$ cat src/sv/wav_riff_chunk_parser_core_assert.svh
// ----------------------------------------------------------------------------
// wav riff chunk parser assertion macros
// shared property forms for the parser's concurrent checks
// ----------------------------------------------------------------------------
`ifndef WAV_RIFF_CHUNK_PARSER_CORE_ASSERT_SVH
`define WAV_RIFF_CHUNK_PARSER_CORE_ASSERT_SVH

// same-cycle implication
`define WRCP_ASSERT_IMPLY(label, clk, rst, ante, cons, msg) \
   label: assert property (@(posedge clk) disable iff (rst) (ante) |-> (cons)) \
      else $error(msg);

// next-cycle implication
`define WRCP_ASSERT_NEXT(label, clk, rst, ante, cons, msg) \
   label: assert property (@(posedge clk) disable iff (rst) (ante) |=> (cons)) \
      else $error(msg);

`endif

$ cat src/sv/wrcp_pkg.sv
// ----------------------------------------------------------------------------
// wrcp_pkg
// types and constants shared by the wav riff chunk parser
// ----------------------------------------------------------------------------
`default_nettype none

package wrcp_pkg;

   typedef enum logic [1:0] {
      KIND_SAMPLE = 2'd0,
      KIND_FORMAT = 2'd1,
      KIND_ERROR  = 2'd2,
      KIND_DONE   = 2'd3
   } wrcp_kind_type;

   typedef enum logic [2:0] {
      ERR_NONE      = 3'd0,
      ERR_BAD_RIFF  = 3'd1,
      ERR_BAD_WAVE  = 3'd2,
      ERR_BAD_DEPTH = 3'd3,
      ERR_TRUNCATED = 3'd4
   } wrcp_err_type;

   typedef struct packed {
      wrcp_kind_type      kind;
      logic signed [15:0] sample;
      logic [15:0]        audio_format;
      logic [15:0]        channels;
      logic [31:0]        sample_rate;
      logic [31:0]        byte_rate;
      logic [15:0]        block_align;
      logic [15:0]        bits_per_sample;
      wrcp_err_type       error_code;
      logic               last;
   } wrcp_result_type;

   typedef struct packed {
      logic full;
      logic empty;
   } wrcp_queue_status_type;

   localparam logic [31:0] TAG_RIFF = 32'h5249_4646;
   localparam logic [31:0] TAG_WAVE = 32'h5741_5645;
   localparam logic [31:0] TAG_FMT  = 32'h666D_7420;
   localparam logic [31:0] TAG_DATA = 32'h6461_7461;

   localparam logic [3:0]  FMT_LAST_INDEX = 4'd15;
   localparam logic [15:0] PCM16_BITS     = 16'd16;
   localparam logic [32:0] POS_MAX        = 33'h1_FFFF_FFFF;
   localparam logic [32:0] SPAN_EXTRA     = 33'd8;

endpackage

`default_nettype wire

$ cat src/sv/wrcp_if.sv
// ----------------------------------------------------------------------------
// wrcp stream interfaces
// byte request channel and result channel of the parser
// ----------------------------------------------------------------------------
`default_nettype none

interface wrcp_req_if;
   logic       valid;
   logic       ready;
   logic [7:0] data_byte;
   logic       first_byte;
   logic       end_of_file;

   modport source (output valid, data_byte, first_byte, end_of_file, input ready);
   modport sink   (input valid, data_byte, first_byte, end_of_file, output ready);
endinterface

interface wrcp_rsp_if;
   logic               valid;
   logic               ready;
   logic [1:0]         kind;
   logic signed [15:0] sample;
   logic [15:0]        audio_format;
   logic [15:0]        channels;
   logic [31:0]        sample_rate;
   logic [31:0]        byte_rate;
   logic [15:0]        block_align;
   logic [15:0]        bits_per_sample;
   logic [2:0]         error_code;
   logic               last;

   modport source (output valid, kind, sample, audio_format, channels, sample_rate,
                   byte_rate, block_align, bits_per_sample, error_code, last,
                   input ready);
   modport sink   (input valid, kind, sample, audio_format, channels, sample_rate,
                   byte_rate, block_align, bits_per_sample, error_code, last,
                   output ready);
endinterface

`default_nettype wire

$ cat src/sv/wrcp_front.sv
// ----------------------------------------------------------------------------
// wrcp_front
// byte intake and riff/wave chunk walker; pushes one result per beat at most
// ----------------------------------------------------------------------------
`default_nettype none

module wrcp_front (
   input  wire logic                           clock,
   input  wire logic                           reset,
   wrcp_req_if.sink                            req_chan,
   input  wire wrcp_pkg::wrcp_queue_status_type q_status,
   output logic                                q_push,
   output wrcp_pkg::wrcp_result_type           q_push_data
);
   import wrcp_pkg::*;

   typedef enum logic [5:0] {
      PH_FILEHDR  = 6'b000001,
      PH_CHUNKHDR = 6'b000010,
      PH_FMT      = 6'b000100,
      PH_SKIP     = 6'b001000,
      PH_DATA     = 6'b010000,
      PH_HALT     = 6'b100000
   } wrcp_phase_type;

   wrcp_phase_type phase_ff, phase_in, cur_phase;
   logic [3:0]     hdr_cnt_ff, hdr_cnt_in, cur_hdr_cnt;
   logic [31:0]    riff_len_ff, riff_len_in, cur_riff_len;
   logic [32:0]    file_pos_ff, file_pos_in, cur_file_pos;
   logic [31:0]    tag_ff, tag_in, cur_tag;
   logic [31:0]    remain_ff, remain_in, cur_remain;
   logic [127:0]   fmt_ff, fmt_in, cur_fmt;
   logic [7:0]     low_ff, low_in, cur_low;
   logic           phase_bit_ff, phase_bit_in, cur_phase_bit;

   logic            accept;
   logic            restart;
   logic [7:0]      beat_byte;
   logic [32:0]     pos_inc;
   logic [31:0]     riff_upd;
   logic            span_done;
   logic [31:0]     tag_new;
   logic [31:0]     remain_new;
   logic [31:0]     remain_dec;
   logic            have;
   logic            err;
   logic            fin;
   wrcp_err_type    ecode;
   wrcp_result_type res;

   assign req_chan.ready = !q_status.full;
   assign accept         = req_chan.valid && req_chan.ready;
   assign restart        = req_chan.first_byte;
   assign beat_byte      = req_chan.data_byte;

   // first beat of a new file sees cleared state
   assign cur_phase     = restart ? PH_FILEHDR : phase_ff;
   assign cur_hdr_cnt   = restart ? 4'd0 : hdr_cnt_ff;
   assign cur_riff_len  = restart ? 32'd0 : riff_len_ff;
   assign cur_file_pos  = restart ? 33'd0 : file_pos_ff;
   assign cur_tag       = restart ? 32'd0 : tag_ff;
   assign cur_remain    = restart ? 32'd0 : remain_ff;
   assign cur_fmt       = restart ? 128'd0 : fmt_ff;
   assign cur_low       = restart ? 8'd0 : low_ff;
   assign cur_phase_bit = restart ? 1'b0 : phase_bit_ff;

   assign pos_inc = (cur_file_pos == POS_MAX) ? cur_file_pos : cur_file_pos + 33'd1;

   always_comb begin
      riff_upd = cur_riff_len;
      if (cur_phase == PH_FILEHDR && cur_hdr_cnt[3:2] == 2'b01) begin
         riff_upd[{cur_hdr_cnt[1:0], 3'b000} +: 8] = beat_byte;
      end
   end

   assign span_done  = pos_inc >= ({1'b0, riff_upd} + SPAN_EXTRA);
   assign tag_new    = {cur_tag[23:0], beat_byte};
   assign remain_dec = cur_remain - 32'd1;

   always_comb begin
      remain_new = cur_remain;
      if (cur_hdr_cnt == 4'd4) begin
         remain_new = {24'd0, beat_byte};
      end else begin
         remain_new[{cur_hdr_cnt[1:0], 3'b000} +: 8] = beat_byte;
      end
   end

   always_comb begin
      phase_in     = phase_ff;
      hdr_cnt_in   = hdr_cnt_ff;
      riff_len_in  = riff_len_ff;
      file_pos_in  = file_pos_ff;
      tag_in       = tag_ff;
      remain_in    = remain_ff;
      fmt_in       = fmt_ff;
      low_in       = low_ff;
      phase_bit_in = phase_bit_ff;
      res          = '0;
      have         = 1'b0;
      err          = 1'b0;
      fin          = 1'b0;
      ecode        = ERR_NONE;
      q_push       = 1'b0;

      if (accept) begin
         phase_in     = cur_phase;
         hdr_cnt_in   = cur_hdr_cnt;
         riff_len_in  = cur_riff_len;
         file_pos_in  = cur_file_pos;
         tag_in       = cur_tag;
         remain_in    = cur_remain;
         fmt_in       = cur_fmt;
         low_in       = cur_low;
         phase_bit_in = cur_phase_bit;

         if (cur_phase != PH_HALT) begin
            file_pos_in = pos_inc;
            unique case (cur_phase)
               PH_FILEHDR: begin
                  riff_len_in = riff_upd;
                  if (cur_hdr_cnt[3:2] != 2'b01) begin
                     tag_in = tag_new;
                  end
                  if (cur_hdr_cnt == 4'd3 && tag_new != TAG_RIFF) begin
                     err   = 1'b1;
                     ecode = ERR_BAD_RIFF;
                  end else if (cur_hdr_cnt >= 4'd11) begin
                     if (tag_new != TAG_WAVE) begin
                        err   = 1'b1;
                        ecode = ERR_BAD_WAVE;
                     end else begin
                        fin        = span_done;
                        phase_in   = span_done ? PH_HALT : PH_CHUNKHDR;
                        hdr_cnt_in = 4'd0;
                     end
                  end else begin
                     hdr_cnt_in = cur_hdr_cnt + 4'd1;
                  end
               end
               PH_CHUNKHDR: begin
                  if (cur_hdr_cnt < 4'd4) begin
                     tag_in = tag_new;
                  end else begin
                     remain_in = remain_new;
                  end
                  if (cur_hdr_cnt < 4'd7) begin
                     hdr_cnt_in = cur_hdr_cnt + 4'd1;
                  end else begin
                     hdr_cnt_in = 4'd0;
                     if (cur_tag == TAG_FMT) begin
                        if (remain_new == 32'd0) begin
                           res.kind            = KIND_FORMAT;
                           res.audio_format    = cur_fmt[15:0];
                           res.channels        = cur_fmt[31:16];
                           res.sample_rate     = cur_fmt[63:32];
                           res.byte_rate       = cur_fmt[95:64];
                           res.block_align     = cur_fmt[111:96];
                           res.bits_per_sample = cur_fmt[127:112];
                           have                = 1'b1;
                           fin                 = span_done;
                           phase_in            = span_done ? PH_HALT : PH_CHUNKHDR;
                        end else begin
                           phase_in = PH_FMT;
                        end
                     end else if (cur_tag == TAG_DATA) begin
                        if (cur_fmt[127:112] != PCM16_BITS) begin
                           err   = 1'b1;
                           ecode = ERR_BAD_DEPTH;
                        end else begin
                           remain_in    = remain_new & 32'hFFFF_FFFE;
                           phase_bit_in = 1'b0;
                           if (remain_new[31:1] == 31'd0) begin
                              fin      = span_done;
                              phase_in = span_done ? PH_HALT : PH_CHUNKHDR;
                           end else begin
                              phase_in = PH_DATA;
                           end
                        end
                     end else begin
                        if (remain_new == 32'd0) begin
                           fin      = span_done;
                           phase_in = span_done ? PH_HALT : PH_CHUNKHDR;
                        end else begin
                           phase_in = PH_SKIP;
                        end
                     end
                  end
               end
               PH_FMT: begin
                  fmt_in[{cur_hdr_cnt, 3'b000} +: 8] = beat_byte;
                  remain_in = remain_dec;
                  if (cur_hdr_cnt == FMT_LAST_INDEX || remain_dec == 32'd0) begin
                     res.kind            = KIND_FORMAT;
                     res.audio_format    = fmt_in[15:0];
                     res.channels        = fmt_in[31:16];
                     res.sample_rate     = fmt_in[63:32];
                     res.byte_rate       = fmt_in[95:64];
                     res.block_align     = fmt_in[111:96];
                     res.bits_per_sample = fmt_in[127:112];
                     have                = 1'b1;
                     hdr_cnt_in          = 4'd0;
                     if (remain_dec == 32'd0) begin
                        fin      = span_done;
                        phase_in = span_done ? PH_HALT : PH_CHUNKHDR;
                     end else begin
                        phase_in = PH_SKIP;
                     end
                  end else begin
                     hdr_cnt_in = cur_hdr_cnt + 4'd1;
                  end
               end
               PH_SKIP: begin
                  remain_in = remain_dec;
                  if (remain_dec == 32'd0) begin
                     fin        = span_done;
                     phase_in   = span_done ? PH_HALT : PH_CHUNKHDR;
                     hdr_cnt_in = 4'd0;
                  end
               end
               PH_DATA: begin
                  remain_in = remain_dec;
                  if (!cur_phase_bit) begin
                     low_in       = beat_byte;
                     phase_bit_in = 1'b1;
                  end else begin
                     phase_bit_in = 1'b0;
                     res.kind     = KIND_SAMPLE;
                     res.sample   = {beat_byte, cur_low};
                     have         = 1'b1;
                  end
                  if (remain_dec == 32'd0) begin
                     fin        = span_done;
                     phase_in   = span_done ? PH_HALT : PH_CHUNKHDR;
                     hdr_cnt_in = 4'd0;
                  end
               end
               default: begin
                  phase_in = PH_HALT;
               end
            endcase

            if (err) begin
               res            = '0;
               res.kind       = KIND_ERROR;
               res.error_code = ecode;
               phase_in       = PH_HALT;
               have           = 1'b1;
            end else if (fin) begin
               if (!have) begin
                  res.kind = KIND_DONE;
               end
               res.last = 1'b1;
               have     = 1'b1;
            end else if (req_chan.end_of_file) begin
               res            = '0;
               res.kind       = KIND_ERROR;
               res.error_code = ERR_TRUNCATED;
               phase_in       = PH_HALT;
               have           = 1'b1;
            end
            q_push = have;
         end
      end
   end

   assign q_push_data = res;

   always_ff @(posedge clock) begin
      if (reset) begin
         phase_ff     <= PH_FILEHDR;
         hdr_cnt_ff   <= 4'd0;
         riff_len_ff  <= 32'd0;
         file_pos_ff  <= 33'd0;
         tag_ff       <= 32'd0;
         remain_ff    <= 32'd0;
         fmt_ff       <= 128'd0;
         low_ff       <= 8'd0;
         phase_bit_ff <= 1'b0;
      end else begin
         phase_ff     <= phase_in;
         hdr_cnt_ff   <= hdr_cnt_in;
         riff_len_ff  <= riff_len_in;
         file_pos_ff  <= file_pos_in;
         tag_ff       <= tag_in;
         remain_ff    <= remain_in;
         fmt_ff       <= fmt_in;
         low_ff       <= low_in;
         phase_bit_ff <= phase_bit_in;
      end
   end

endmodule

`default_nettype wire

$ cat src/sv/wrcp_queue.sv
// ----------------------------------------------------------------------------
// wrcp_queue
// small result fifo between the chunk walker and the output stage
// ----------------------------------------------------------------------------
`default_nettype none

module wrcp_queue #(
   parameter int unsigned DEPTH = 2
) (
   input  wire logic                             clock,
   input  wire logic                             reset,
   input  wire logic                             push,
   input  wire wrcp_pkg::wrcp_result_type        push_data,
   input  wire logic                             pop,
   output wrcp_pkg::wrcp_result_type             head_data,
   output wrcp_pkg::wrcp_queue_status_type       status
);
   import wrcp_pkg::*;

   localparam int unsigned PTR_W = (DEPTH > 1) ? $clog2(DEPTH) : 1;
   localparam int unsigned CNT_W = $clog2(DEPTH + 1);
   localparam logic [PTR_W-1:0] PTR_LAST = PTR_W'(DEPTH - 1);
   localparam logic [CNT_W-1:0] CNT_FULL = CNT_W'(DEPTH);

   wrcp_result_type  entry_ff [DEPTH];
   logic [PTR_W-1:0] wr_ptr_ff, wr_ptr_in;
   logic [PTR_W-1:0] rd_ptr_ff, rd_ptr_in;
   logic [CNT_W-1:0] count_ff, count_in;
   logic             do_push;
   logic             do_pop;

   assign status.full  = (count_ff == CNT_FULL);
   assign status.empty = (count_ff == '0);
   assign do_push      = push && !status.full;
   assign do_pop       = pop && !status.empty;
   assign head_data    = entry_ff[rd_ptr_ff];

   always_comb begin
      wr_ptr_in = wr_ptr_ff;
      rd_ptr_in = rd_ptr_ff;
      count_in  = count_ff;
      if (do_push) begin
         wr_ptr_in = (wr_ptr_ff == PTR_LAST) ? '0 : wr_ptr_ff + 1'b1;
      end
      if (do_pop) begin
         rd_ptr_in = (rd_ptr_ff == PTR_LAST) ? '0 : rd_ptr_ff + 1'b1;
      end
      if (do_push && !do_pop) begin
         count_in = count_ff + 1'b1;
      end else if (do_pop && !do_push) begin
         count_in = count_ff - 1'b1;
      end
   end

   always_ff @(posedge clock) begin
      if (reset) begin
         wr_ptr_ff <= '0;
         rd_ptr_ff <= '0;
         count_ff  <= '0;
      end else begin
         wr_ptr_ff <= wr_ptr_in;
         rd_ptr_ff <= rd_ptr_in;
         count_ff  <= count_in;
      end
   end

   always_ff @(posedge clock) begin
      if (do_push) begin
         entry_ff[wr_ptr_ff] <= push_data;
      end
   end

endmodule

`default_nettype wire

$ cat src/sv/wrcp_back.sv
// ----------------------------------------------------------------------------
// wrcp_back
// output register that drains the result queue onto the response channel
// ----------------------------------------------------------------------------
`default_nettype none

module wrcp_back (
   input  wire logic                             clock,
   input  wire logic                             reset,
   input  wire wrcp_pkg::wrcp_result_type        head_data,
   input  wire wrcp_pkg::wrcp_queue_status_type  q_status,
   output logic                                  q_pop,
   wrcp_rsp_if.source                            rsp_chan
);
   import wrcp_pkg::*;

   logic            out_valid_ff, out_valid_in;
   wrcp_result_type out_data_ff;

   assign q_pop = !q_status.empty && (!out_valid_ff || rsp_chan.ready);

   always_comb begin
      out_valid_in = out_valid_ff;
      if (q_pop) begin
         out_valid_in = 1'b1;
      end else if (rsp_chan.ready) begin
         out_valid_in = 1'b0;
      end
   end

   always_ff @(posedge clock) begin
      if (reset) begin
         out_valid_ff <= 1'b0;
      end else begin
         out_valid_ff <= out_valid_in;
      end
   end

   always_ff @(posedge clock) begin
      if (q_pop) begin
         out_data_ff <= head_data;
      end
   end

   assign rsp_chan.valid           = out_valid_ff;
   assign rsp_chan.kind            = 2'(out_data_ff.kind);
   assign rsp_chan.sample          = out_data_ff.sample;
   assign rsp_chan.audio_format    = out_data_ff.audio_format;
   assign rsp_chan.channels        = out_data_ff.channels;
   assign rsp_chan.sample_rate     = out_data_ff.sample_rate;
   assign rsp_chan.byte_rate       = out_data_ff.byte_rate;
   assign rsp_chan.block_align     = out_data_ff.block_align;
   assign rsp_chan.bits_per_sample = out_data_ff.bits_per_sample;
   assign rsp_chan.error_code      = 3'(out_data_ff.error_code);
   assign rsp_chan.last            = out_data_ff.last;

endmodule

`default_nettype wire

$ cat src/sv/wav_riff_chunk_parser_core.sv
// ----------------------------------------------------------------------------
// wav_riff_chunk_parser_core
// byte-serial riff/wave parser giving format records and 16-bit pcm samples
// ----------------------------------------------------------------------------
// Takes one byte of a WAV file per clock cycle while the result queue is not
// full and gives at most one result per byte: a format record, a signed
// 16-bit sample, an error or a done marker. The chunk walker classifies each
// byte in the cycle it is accepted and writes any result into a small queue;
// an output register drains the queue onto the response channel, so a result
// passes through the queue and then the output register. The request side
// stays ready unless QUEUE_DEPTH results are waiting behind a stalled
// response channel. After an error or the end of the RIFF span, bytes are
// swallowed without result until one with first_byte set.
// ----------------------------------------------------------------------------
`default_nettype none

module wav_riff_chunk_parser_core #(
   parameter int unsigned QUEUE_DEPTH = 2
) (
   input  wire logic  clock,
   input  wire logic  reset,
   wrcp_req_if.sink   req_chan,
   wrcp_rsp_if.source rsp_chan
);
   import wrcp_pkg::*;

   `include "wav_riff_chunk_parser_core_assert.svh"

   logic                  q_push;
   logic                  q_pop;
   logic                  req_beat;
   wrcp_result_type       q_push_data;
   wrcp_result_type       q_head_data;
   wrcp_queue_status_type q_status;

   assign req_beat = req_chan.valid && req_chan.ready;

   wrcp_front u_front (
      .clock       (clock),
      .reset       (reset),
      .req_chan    (req_chan),
      .q_status    (q_status),
      .q_push      (q_push),
      .q_push_data (q_push_data)
   );

   wrcp_queue #(
      .DEPTH (QUEUE_DEPTH)
   ) u_queue (
      .clock     (clock),
      .reset     (reset),
      .push      (q_push),
      .push_data (q_push_data),
      .pop       (q_pop),
      .head_data (q_head_data),
      .status    (q_status)
   );

   wrcp_back u_back (
      .clock     (clock),
      .reset     (reset),
      .head_data (q_head_data),
      .q_status  (q_status),
      .q_pop     (q_pop),
      .rsp_chan  (rsp_chan)
   );

   `WRCP_ASSERT_IMPLY(a_push_not_full, clock, reset, q_push, !q_status.full, "push when full")
   `WRCP_ASSERT_IMPLY(a_push_on_beat, clock, reset, q_push, req_beat, "push without beat")
   `WRCP_ASSERT_NEXT(a_queue_drains, clock, reset, !q_status.empty, rsp_chan.valid, "no drain")

endmodule

`default_nettype wire
$ cat src/flat_wrapper.sv
// flat-port wrapper written by rule: the top's interface ports become plain ports
module wav_riff_chunk_parser_core_flat import wrcp_pkg::*;
#(
   parameter int unsigned QUEUE_DEPTH = 2
)
  (clock, reset, req_chan_valid, req_chan_data_byte, req_chan_first_byte, req_chan_end_of_file, req_chan_ready, rsp_chan_valid, rsp_chan_kind, rsp_chan_sample, rsp_chan_audio_format, rsp_chan_channels, rsp_chan_sample_rate, rsp_chan_byte_rate, rsp_chan_block_align, rsp_chan_bits_per_sample, rsp_chan_error_code, rsp_chan_last, rsp_chan_ready);
  wrcp_req_if req_chan_i ();
  wrcp_rsp_if rsp_chan_i ();
  input  wire logic clock;
  input  wire logic reset;
  input wire logic [$bits(req_chan_i.valid)-1:0] req_chan_valid;
  input wire logic [$bits(req_chan_i.data_byte)-1:0] req_chan_data_byte;
  input wire logic [$bits(req_chan_i.first_byte)-1:0] req_chan_first_byte;
  input wire logic [$bits(req_chan_i.end_of_file)-1:0] req_chan_end_of_file;
  output wire logic [$bits(req_chan_i.ready)-1:0] req_chan_ready;
  output wire logic [$bits(rsp_chan_i.valid)-1:0] rsp_chan_valid;
  output wire logic [$bits(rsp_chan_i.kind)-1:0] rsp_chan_kind;
  output wire logic [$bits(rsp_chan_i.sample)-1:0] rsp_chan_sample;
  output wire logic [$bits(rsp_chan_i.audio_format)-1:0] rsp_chan_audio_format;
  output wire logic [$bits(rsp_chan_i.channels)-1:0] rsp_chan_channels;
  output wire logic [$bits(rsp_chan_i.sample_rate)-1:0] rsp_chan_sample_rate;
  output wire logic [$bits(rsp_chan_i.byte_rate)-1:0] rsp_chan_byte_rate;
  output wire logic [$bits(rsp_chan_i.block_align)-1:0] rsp_chan_block_align;
  output wire logic [$bits(rsp_chan_i.bits_per_sample)-1:0] rsp_chan_bits_per_sample;
  output wire logic [$bits(rsp_chan_i.error_code)-1:0] rsp_chan_error_code;
  output wire logic [$bits(rsp_chan_i.last)-1:0] rsp_chan_last;
  input wire logic [$bits(rsp_chan_i.ready)-1:0] rsp_chan_ready;
  assign req_chan_i.valid = req_chan_valid;
  assign req_chan_i.data_byte = req_chan_data_byte;
  assign req_chan_i.first_byte = req_chan_first_byte;
  assign req_chan_i.end_of_file = req_chan_end_of_file;
  assign req_chan_ready = req_chan_i.ready;
  assign rsp_chan_valid = rsp_chan_i.valid;
  assign rsp_chan_kind = rsp_chan_i.kind;
  assign rsp_chan_sample = rsp_chan_i.sample;
  assign rsp_chan_audio_format = rsp_chan_i.audio_format;
  assign rsp_chan_channels = rsp_chan_i.channels;
  assign rsp_chan_sample_rate = rsp_chan_i.sample_rate;
  assign rsp_chan_byte_rate = rsp_chan_i.byte_rate;
  assign rsp_chan_block_align = rsp_chan_i.block_align;
  assign rsp_chan_bits_per_sample = rsp_chan_i.bits_per_sample;
  assign rsp_chan_error_code = rsp_chan_i.error_code;
  assign rsp_chan_last = rsp_chan_i.last;
  assign rsp_chan_i.ready = rsp_chan_ready;
  wav_riff_chunk_parser_core #(.QUEUE_DEPTH(QUEUE_DEPTH)) u_core (.clock(clock), .reset(reset), .req_chan(req_chan_i), .rsp_chan(rsp_chan_i));
endmodule
$ cat config.mk
export PLATFORM = sky130hd
export DESIGN_NAME = wav_riff_chunk_parser_core_flat
export DESIGN_NICKNAME = d
export VERILOG_FILES = /design/src/sv/wrcp_pkg.sv /design/src/sv/wrcp_if.sv /design/src/sv/wrcp_front.sv /design/src/sv/wrcp_queue.sv /design/src/sv/wrcp_back.sv /design/src/sv/wav_riff_chunk_parser_core.sv /design/src/flat_wrapper.sv
export VERILOG_INCLUDE_DIRS = /design/src /design/src/sv
export SDC_FILE = /design/constraint.sdc
export NUM_CORES = 2
export LEC_CHECK = 0
export BUFFER_PORTS_ARGS = -buffer_cell sky130_fd_sc_hd__buf_4
export CAP_MARGIN = 20
export CELL_PAD_IN_SITES_DETAIL_PLACEMENT = 0
export CELL_PAD_IN_SITES_GLOBAL_PLACEMENT = 1
export CORE_ASPECT_RATIO = 0.5
export CORE_UTILIZATION = 50
export DETAILED_ROUTE_END_ITERATION = 10
export PLACE_DENSITY_LB_ADDON = 0.1
export SLEW_MARGIN = 20
export SYNTH_ARGS = -nofsm -noshare
export SYNTH_HDL_FRONTEND = slang
export SYNTH_SLANG_ARGS = --single-unit
$ cat constraint.sdc
create_clock -name clock -period 36.7 [get_ports clock]
set_clock_uncertainty 0.2 [all_clocks]
set_input_delay 3.67 -clock clock [delete_from_list [all_inputs] [get_ports clock]]
set_output_delay 3.67 -clock clock [all_outputs]
set_load 0.01 [all_outputs]
Yosys cells after proc, flatten, opt, wreduce, memory -nomap -nowiden
Memories as Yosys holds them, arrays and structs flattened. A register that Yosys moved wholly into a read port is not among the register bits.
Cells that the tools add are included.
- add/subtract/negate cells: 10
- magnitude comparators: 4
- eq/ne operators: 18
- shift operators: 4
- muxes and demuxes: 141
- reductions and logical operators: 23
- operators by type and width (cell ; number):
    $mux W128 ; 7
    $mux W150 ; 4
    $mux W32 ; 16
    $pmux W128 S2 ; 1
    $mux W147 ; 1
    $bwmux W128 ; 1
    $pmux W32 S2 ; 2
    $shift A8 B9 Y128 const A ; 1
    $shiftx A8 B9 Y128 ; 1
    $mux W6 ; 19
    $mux W33 ; 3
    $bwmux W32 ; 2
    $eq A32 B31 Y1 const B ; 2
    $logic_not A32 Y1 ; 2
    $ne A32 B31 Y1 const B ; 2
    $mux W1 ; 52
    $add A32 B4 Y33 const B ; 1
    $add A33 B1 Y33 const B ; 1
    $eq A33 B33 Y1 const B ; 1
    $ge A33 B33 Y1 ; 1
    $mux W16 ; 2
    $mux W4 ; 8
    $mux W8 ; 4
    $shift A8 B7 Y32 const A ; 1
    39 further kinds ; 65
- register bits after elaboration: 281
- RAM bits: 300
- input port bits: 14
- output and inout port bits: 152
- logic and storage cells: 214
- memories: 1
- memories (memory ; depth ; bits a word ; read ports ; clocked after memory_dff ; wr ports ; RTL line ; source):
    u_core.u_queue.entry_ff ; 2 ; 150 ; 1 ; 1 ; 1 ; wrcp_queue.sv:25 ; wrcp_result_type entry_ff [DEPTH];

Longest topological paths before layout
- depth in word-level cells: 24
- depth in mapped cells: 32
- gate-level depth less buffers: 24

Cells and area by module
A second synthesis with hierarchy kept.
- cells, all modules: 3499
- area, all modules: 35990.8 µm²
- modules (own cells, without submodules) (module ; instances ; cells an instance ; area each (µm²) ; seq. area each (µm²)):
    wrcp_front ; 1 ; 2853 ; 19975.4 ; 5525.3
    wrcp_queue ; 1 ; 492 ; 11454.7 ; 9108.7
    wrcp_back ; 1 ; 154 ; 4560.6 ; 4524.3

Worst setup path before layout
OpenSTA, ideal clock, no wires.
- kind: input-to-reg
- start: input port req_chan_first_byte
- end: memory u_core.u_queue.entry_ff[0][0] (netlist name), enable pin
- setup time: 0.927 ns
- arrival: 20.551 ns
- required time: 35.573 ns
- slack: 15.021 ns
- stages on the path: 27
- path buffers: 9
- cell sequence: clkbuf_1 -> clkbuf_1 -> clkbuf_1 -> buf_1 -> clkbuf_1 -> buf_1 -> clkbuf_1 -> clkbuf_1 -> clkbuf_1 -> nor2b_1 -> ha_1 -> nand3_1 -> or4_1 -> nor4b_1 -> a31oi_1 -> nand4_1 -> nor3_1 -> nand2_1 -> xor2_1 -> nor2_1 -> ha_1 -> and4_1 -> a221oi_1 -> nand4_1 -> a31o_2 -> nand2_1 -> a311oi_1
- word-level cells in the longest chain between the ends: 22
- elaborated cells between the ends (all ways): 85
- classes of those cells: add/sub (4); order compare (3); eq/ne (16); shift (2); mux (52); reduce/logical (8)
- ends and longest elaborated chain (item ; RTL line ; source):
    start, declared ; flat_wrapper.sv:13 ; input wire logic [$bits(req_chan_i.first_byte)-1:0] req_chan_first_byte;
    $mux W4 ; wrcp_front.sv:58 ; assign cur_hdr_cnt = restart ? 4'd0 : hdr_cnt_ff;
    $neg A5 Y7 ; wrcp_front.sv:72, wrcp_front.sv:85 ;
    $shiftx A8 B7 Y32 / $shift A8 B7 Y32 (equally long branches) ; wrcp_front.sv:72, wrcp_front.sv:85 ;
    $bwmux W32 ; wrcp_front.sv:72 ; riff_upd[{cur_hdr_cnt[1:0], 3'b000} +: 8] = beat_byte;
    $mux W32 ; wrcp_front.sv:71 ; if (cur_phase == PH_FILEHDR && cur_hdr_cnt[3:2] == 2'b01) begin
    $add A32 B4 Y33 ; wrcp_front.sv:76 ; assign span_done = pos_inc >= ({1'b0, riff_upd} + SPAN_EXTRA);
    $ge A33 B33 Y1 ; wrcp_front.sv:76 ;
    $mux W1 ; wrcp_front.sv:173 ; if (remain_new[31:1] == 31'd0) begin
    [... 6 more ...] ; - ;
    $mux W1 ; wrcp_front.sv:106 ; if (accept) begin
    $mux W1 ; wrcp_front.sv:249 ; end else if (fin) begin
    $mux W1 ; wrcp_front.sv:243 ; if (err) begin
    $mux W1 (*) ; wrcp_front.sv:117 ; if (cur_phase != PH_HALT) begin
    $mux W1 (*) ; wrcp_front.sv:106 ;
    $logic_and A1 B1 Y1 (*) ; wrcp_queue.sv:34 ; assign do_push = push && !status.full;
    $mux W1 (*) ; wrcp_queue.sv:68 ; if (do_push) begin
    $mux W1 (implied by the code) (*) ; wrcp_queue.sv:69 ; entry_ff[wr_ptr_ff] <= push_data;
    end, declared ; wrcp_queue.sv:25 ;
Every way passes the cells marked *; elsewhere a longest branch is shown, timed or not. The select of a mux whose other input is x is not followed.

==> summary.txt <==
Placed design
  • Buffers on Ports: 165
  • DPL Wire Length: roughly 66000 um
  • Gpl congestion: between 0.9 and 1

Worst setup path
  • Worst R2R Path Depth: 24
  • Critical R2R Capture: u_core.u_queue.entry_ff[0][91]$_DFFE_PP_
  • Crit path kind: input pin to register
  • Critical-path top delay cell: buf_4
  • Worst setup endpoint: u_core.u_queue.entry_ff[0][91]$_DFFE_PP_
  • Reg2reg start: u_core.u_front.hdr_cnt_ff[0]$_SDFFE_PP0P_
  • Max incr delay on CP: 770 ps
  • Crit-path max FO: between 60 and 70
  • Worst setup startpoint: req_chan_first_byte
  • Critical path launch point type: input pin
  • Critical path buffers and inverters: 2
  • Worst setup EP type: register
  • Crit path arrival time: roughly 12000 ps
  • R2R setup slack: 27030 ps
  • CP cell instances: buf_6 > nand2b_1 > ha_1 > nand4bb_1 > nor3_1 > a32oi_1 > or2_2 > nand4b_1 > or2_2 > nor2_1 > nand3_1 > xor2_1 > ha_1 > a21oi_1 > o21ai_0 > a221oi_1 > nand4_1 > a31o_2 > nor3b_1 > a221oi_2 > a211o_4 > buf_4 > nor2_1
  • Critical path's top delay family: simple AND/OR/NAND/NOR gates
  • WP data required: between 30000 and 40000 ps
  • Critical path depth in cells: 23

Synth
  • Synthesis Warnings: 0
  • Register area share after synthesis: a little over half
  • Top-count cell post-synth: edfxtp_1
  • Syn Nets: between 3000 and 4000
  • Mapped Cells: 3493
  • Top_reg_cell synth: edfxtp_1
  • Post-synthesis cell type count: between 80 and 90
  • Synth cell count leaders: 450 x edfxtp_1, 441 x nor2_1, 281 x dfxtp_1, 272 x nand2_1, 242 x clkbuf_1
  • Yosys top cell by area: edfxtp_1
  • Post-synth ARST share: 0%
  • Seq cells post-synth: ~730
  • Yosys top cell area share: between 30% and 40%
  • Synth top area cells: edfxtp_1 38%, dfxtp_1 16%, mux2_2 4.9%, a22oi_1 4.8%, nor2_1 4.7%
  • Avg Cell Area, Syn: 10.1 sq um
  • Cell area after synthesis: around 0.035 sq mm
  • Post-synth EDFFs: 450

Power and ir drop
  • Leak: ~13 nW
  • Total power: roughly 2.3 mW
  • Cell area power density: about 57 mW/mm^2
  • Max VDD drop: between 0.00004 and 0.00005 V

Cells and area
  • Share of layout cells above drive strength 1: roughly 15%
  • Area growth syn-to-layout: 11.7%
  • # fillers: ~6000
  • Layout net count: about 3500
  • Antenna Cells: 0

CTS
  • Clk Latency, worst-skew pair: between 600 and 700 ps
  • Setup Fix Bufs, Post-CTS: 0
  • TritonCTS clock tree: built
  • Bufs on Longest Clock Path: 3
  • Cts repair resizes: 0
  • Clk slew on worst S/H paths: roughly 60 ps
  • CTS sink count: between 700 and 800
  • Post-CTS Hold Buffers: 0
  • Root Buffer: clkbuf_16
  • CTS Buf Count: a little under 70
  • H-Tree Level Count: 3

Timing
  • Max Freq: 81.1 MHz
  • Slew margin rel.: 26.2%
  • Final hold violations: 0
  • Final TNS setup: 0 ps
  • Tmin final: between 10000 and 15000 ps
  • RSZ-0062 raised after global routing: false
  • Tcrit/Tclk final: 33.6%
  • # setup viols final: 0
  • Slew Limit Fails: 0
  • Slew @ Worst Pin: about 1100 ps

Run status
  • Outcome: complete, no violations

GRT
  • Largest net degree at the start of global routing: roughly 150
  • Initial antenna violation count: 3
  • GRT overflow: 0
  • Total Routing Usage GR: between 20% and 30%
  • Vias in the first global route: between 20000 and 30000
  • First-pass GRT wire length: roughly 160000 um

Die
  • Die footprint: around 0.072 sq mm
  • Starting density of the core: approximately half
  • Ports: between 150 and 200
  • Die H: 190 um
  • Rows: between 60 and 70
  • Core box area: a little under 0.07 sq mm
  • Die Wd: 379 um

Routing
  • Via count: between 20000 and 30000
  • Vias/cell: 6.34
  • First drt pass iteration count: 6
  • WL/cell: 24.0 um
  • Residual DRC: 0
  • Post-route ant nets: 0
  • Initial drt markers: between 3000 and 4000
  • WL final: 108000 um

Flow run
  • Max-cap violations: 0

Worst hold path
  • Hold WC Path Type: register to register
==> final cells by class <==
type	count	area, sq um	share of cell area, %
timing repair buffer	218	1670	4.22
inverter	28	111	0.281
sequential	731	19100	48.4
tap	945	1180	2.99
multi-input combinational	2441	15100	38.3
clock buffer	88	1870	4.72
clock inverter	35	462	1.17
==> state kept, by name (all words and copies together), names as in the netlist, 16 cells and up <==
name                                    count
u_core.u_front.fmt_ff                     128
u_core.u_back.rsp_chan.block_align         16
u_core.u_front.file_pos_ff                 33
u_core.u_front.remain_ff                   32
u_core.u_queue.entry_ff                   300
u_core.u_back.rsp_chan.bits_per_sample     16
u_core.u_back.rsp_chan.channels            16
u_core.u_back.rsp_chan.sample_rate         32
u_core.u_back.rsp_chan.byte_rate           32
u_core.u_back.rsp_chan.sample              16
u_core.u_front.riff_len_ff                 32
u_core.u_back.rsp_chan.audio_format        16
u_core.u_front.tag_ff                      32
==> through the flow <==
step                std cells  instance area [sq um]  hold slack, ps  setup WS (ps)  utilization (%)
floorplan                3493                  35400             233          15020                -
global placement         4363                  37200             244          24040             53.6
detailed placement       4363                  37300             248          23770             53.6
CTS                      4486                  39600             256          24470             56.9
global route             4486                  39600             272          23790             56.9
finish                   4486                  39600             256          24360             56.9
==> placed cells by master, fill, tap and decap left out, types with 9 or more instances in the layout <==
cell type	netlist	final
nor2b_1	33	33
a32oi_1	58	58
nor3b_1	22	21
clkbuf_16	0	70
nor4b_1	11	11
nand3_1	173	173
a21o_1	13	13
nand4_1	57	57
mux2_2	153	153
nor4_1	42	39
mux2i_1	13	13
edfxtp_1	450	450
ha_1	46	46
nor2_1	441	438
dfxtp_1	281	280
nor4bb_1	10	10
clkinv_2	0	16
clkbuf_1	242	13
or3_1	16	16
a211oi_1	19	19
nand3b_1	11	11
nand2_1	272	272
a31oi_1	26	25
or4_1	12	11
and3_1	25	25
and2_1	50	49
buf_4	6	214
a22oi_1	227	227
a21oi_1	219	219
bufinv_16	0	9
xor2_1	33	33
nor3_1	63	61
o22ai_1	24	24
inv_1	26	25
xnor2_1	40	40
nand2b_1	25	25
o21ai_0	170	170
==> worst register-to-register path: cells and delay by family, from the launching register on <==
family                     cells  cell delay [ps]
AOI/OAI and AO/OA              7             2850
DFF                            1              650
and+or+nand+nor               10             2910
xor gates and xnor gates       1              180
adders and majority gates      2              850
buffers and inverters          4             1750
==> how the worst min path moves through the flow <==
| stage | endpoint | slack [ps] | from | cells past startpoint |
|---|---|---|---|---|
| finish | u_core.u_front.riff_len_ff[16]$_SDFFE_PP0P_ | 260 | u_core.u_front.riff_len_ff[16]$_SDFFE_PP0P_ | 2 |
| global route | u_core.u_front.riff_len_ff[10]$_SDFFE_PP0P_ | 270 | u_core.u_front.riff_len_ff[10]$_SDFFE_PP0P_ | 2 |
| CTS | u_core.u_front.riff_len_ff[16]$_SDFFE_PP0P_ | 260 | u_core.u_front.riff_len_ff[16]$_SDFFE_PP0P_ | 2 |
| detailed placement | u_core.u_front.riff_len_ff[16]$_SDFFE_PP0P_ | 250 | u_core.u_front.riff_len_ff[16]$_SDFFE_PP0P_ | 2 |
| global placement | u_core.u_front.riff_len_ff[12]$_SDFFE_PP0P_ | 240 | u_core.u_front.riff_len_ff[12]$_SDFFE_PP0P_ | 2 |
| floorplan | u_core.u_front.riff_len_ff[7]$_SDFFE_PP0P_ | 230 | u_core.u_front.riff_len_ff[7]$_SDFFE_PP0P_ | 2 |
==> logic make-up after synthesis <==
kind of cell / after synthesis / synth area share (%)
simple gates: 1301 / 17.8
buf+inv: 321 / 3.64
fa+ha+maj: 46 / 1.62
compound gates: 854 / 15.8
mux: 167 / 5.27
xor+xnor: 73 / 1.80
flops: 731 / 54.0
==> layer usage <==
metal / track usage [%] / vias to the layer above / wire [um]
met5: 0 / - / 13
met4: 10.8 / 2 / 3380
met3: 5.93 / 233 / 8720
met2: 46.0 / 1239 / 49000
met1: 41.2 / 13900 / 46700
li1: - / 13000 / -
==> power breakdown <==
| part | switching, mW | internal [mW] |
|---|---|---|
| clock network | 0.323 | 0.428 |
| logic | 0.275 | 0.180 |
| registers | 0.0403 | 1.01 |
No activity file was read; power rests on OpenSTA's default activity.
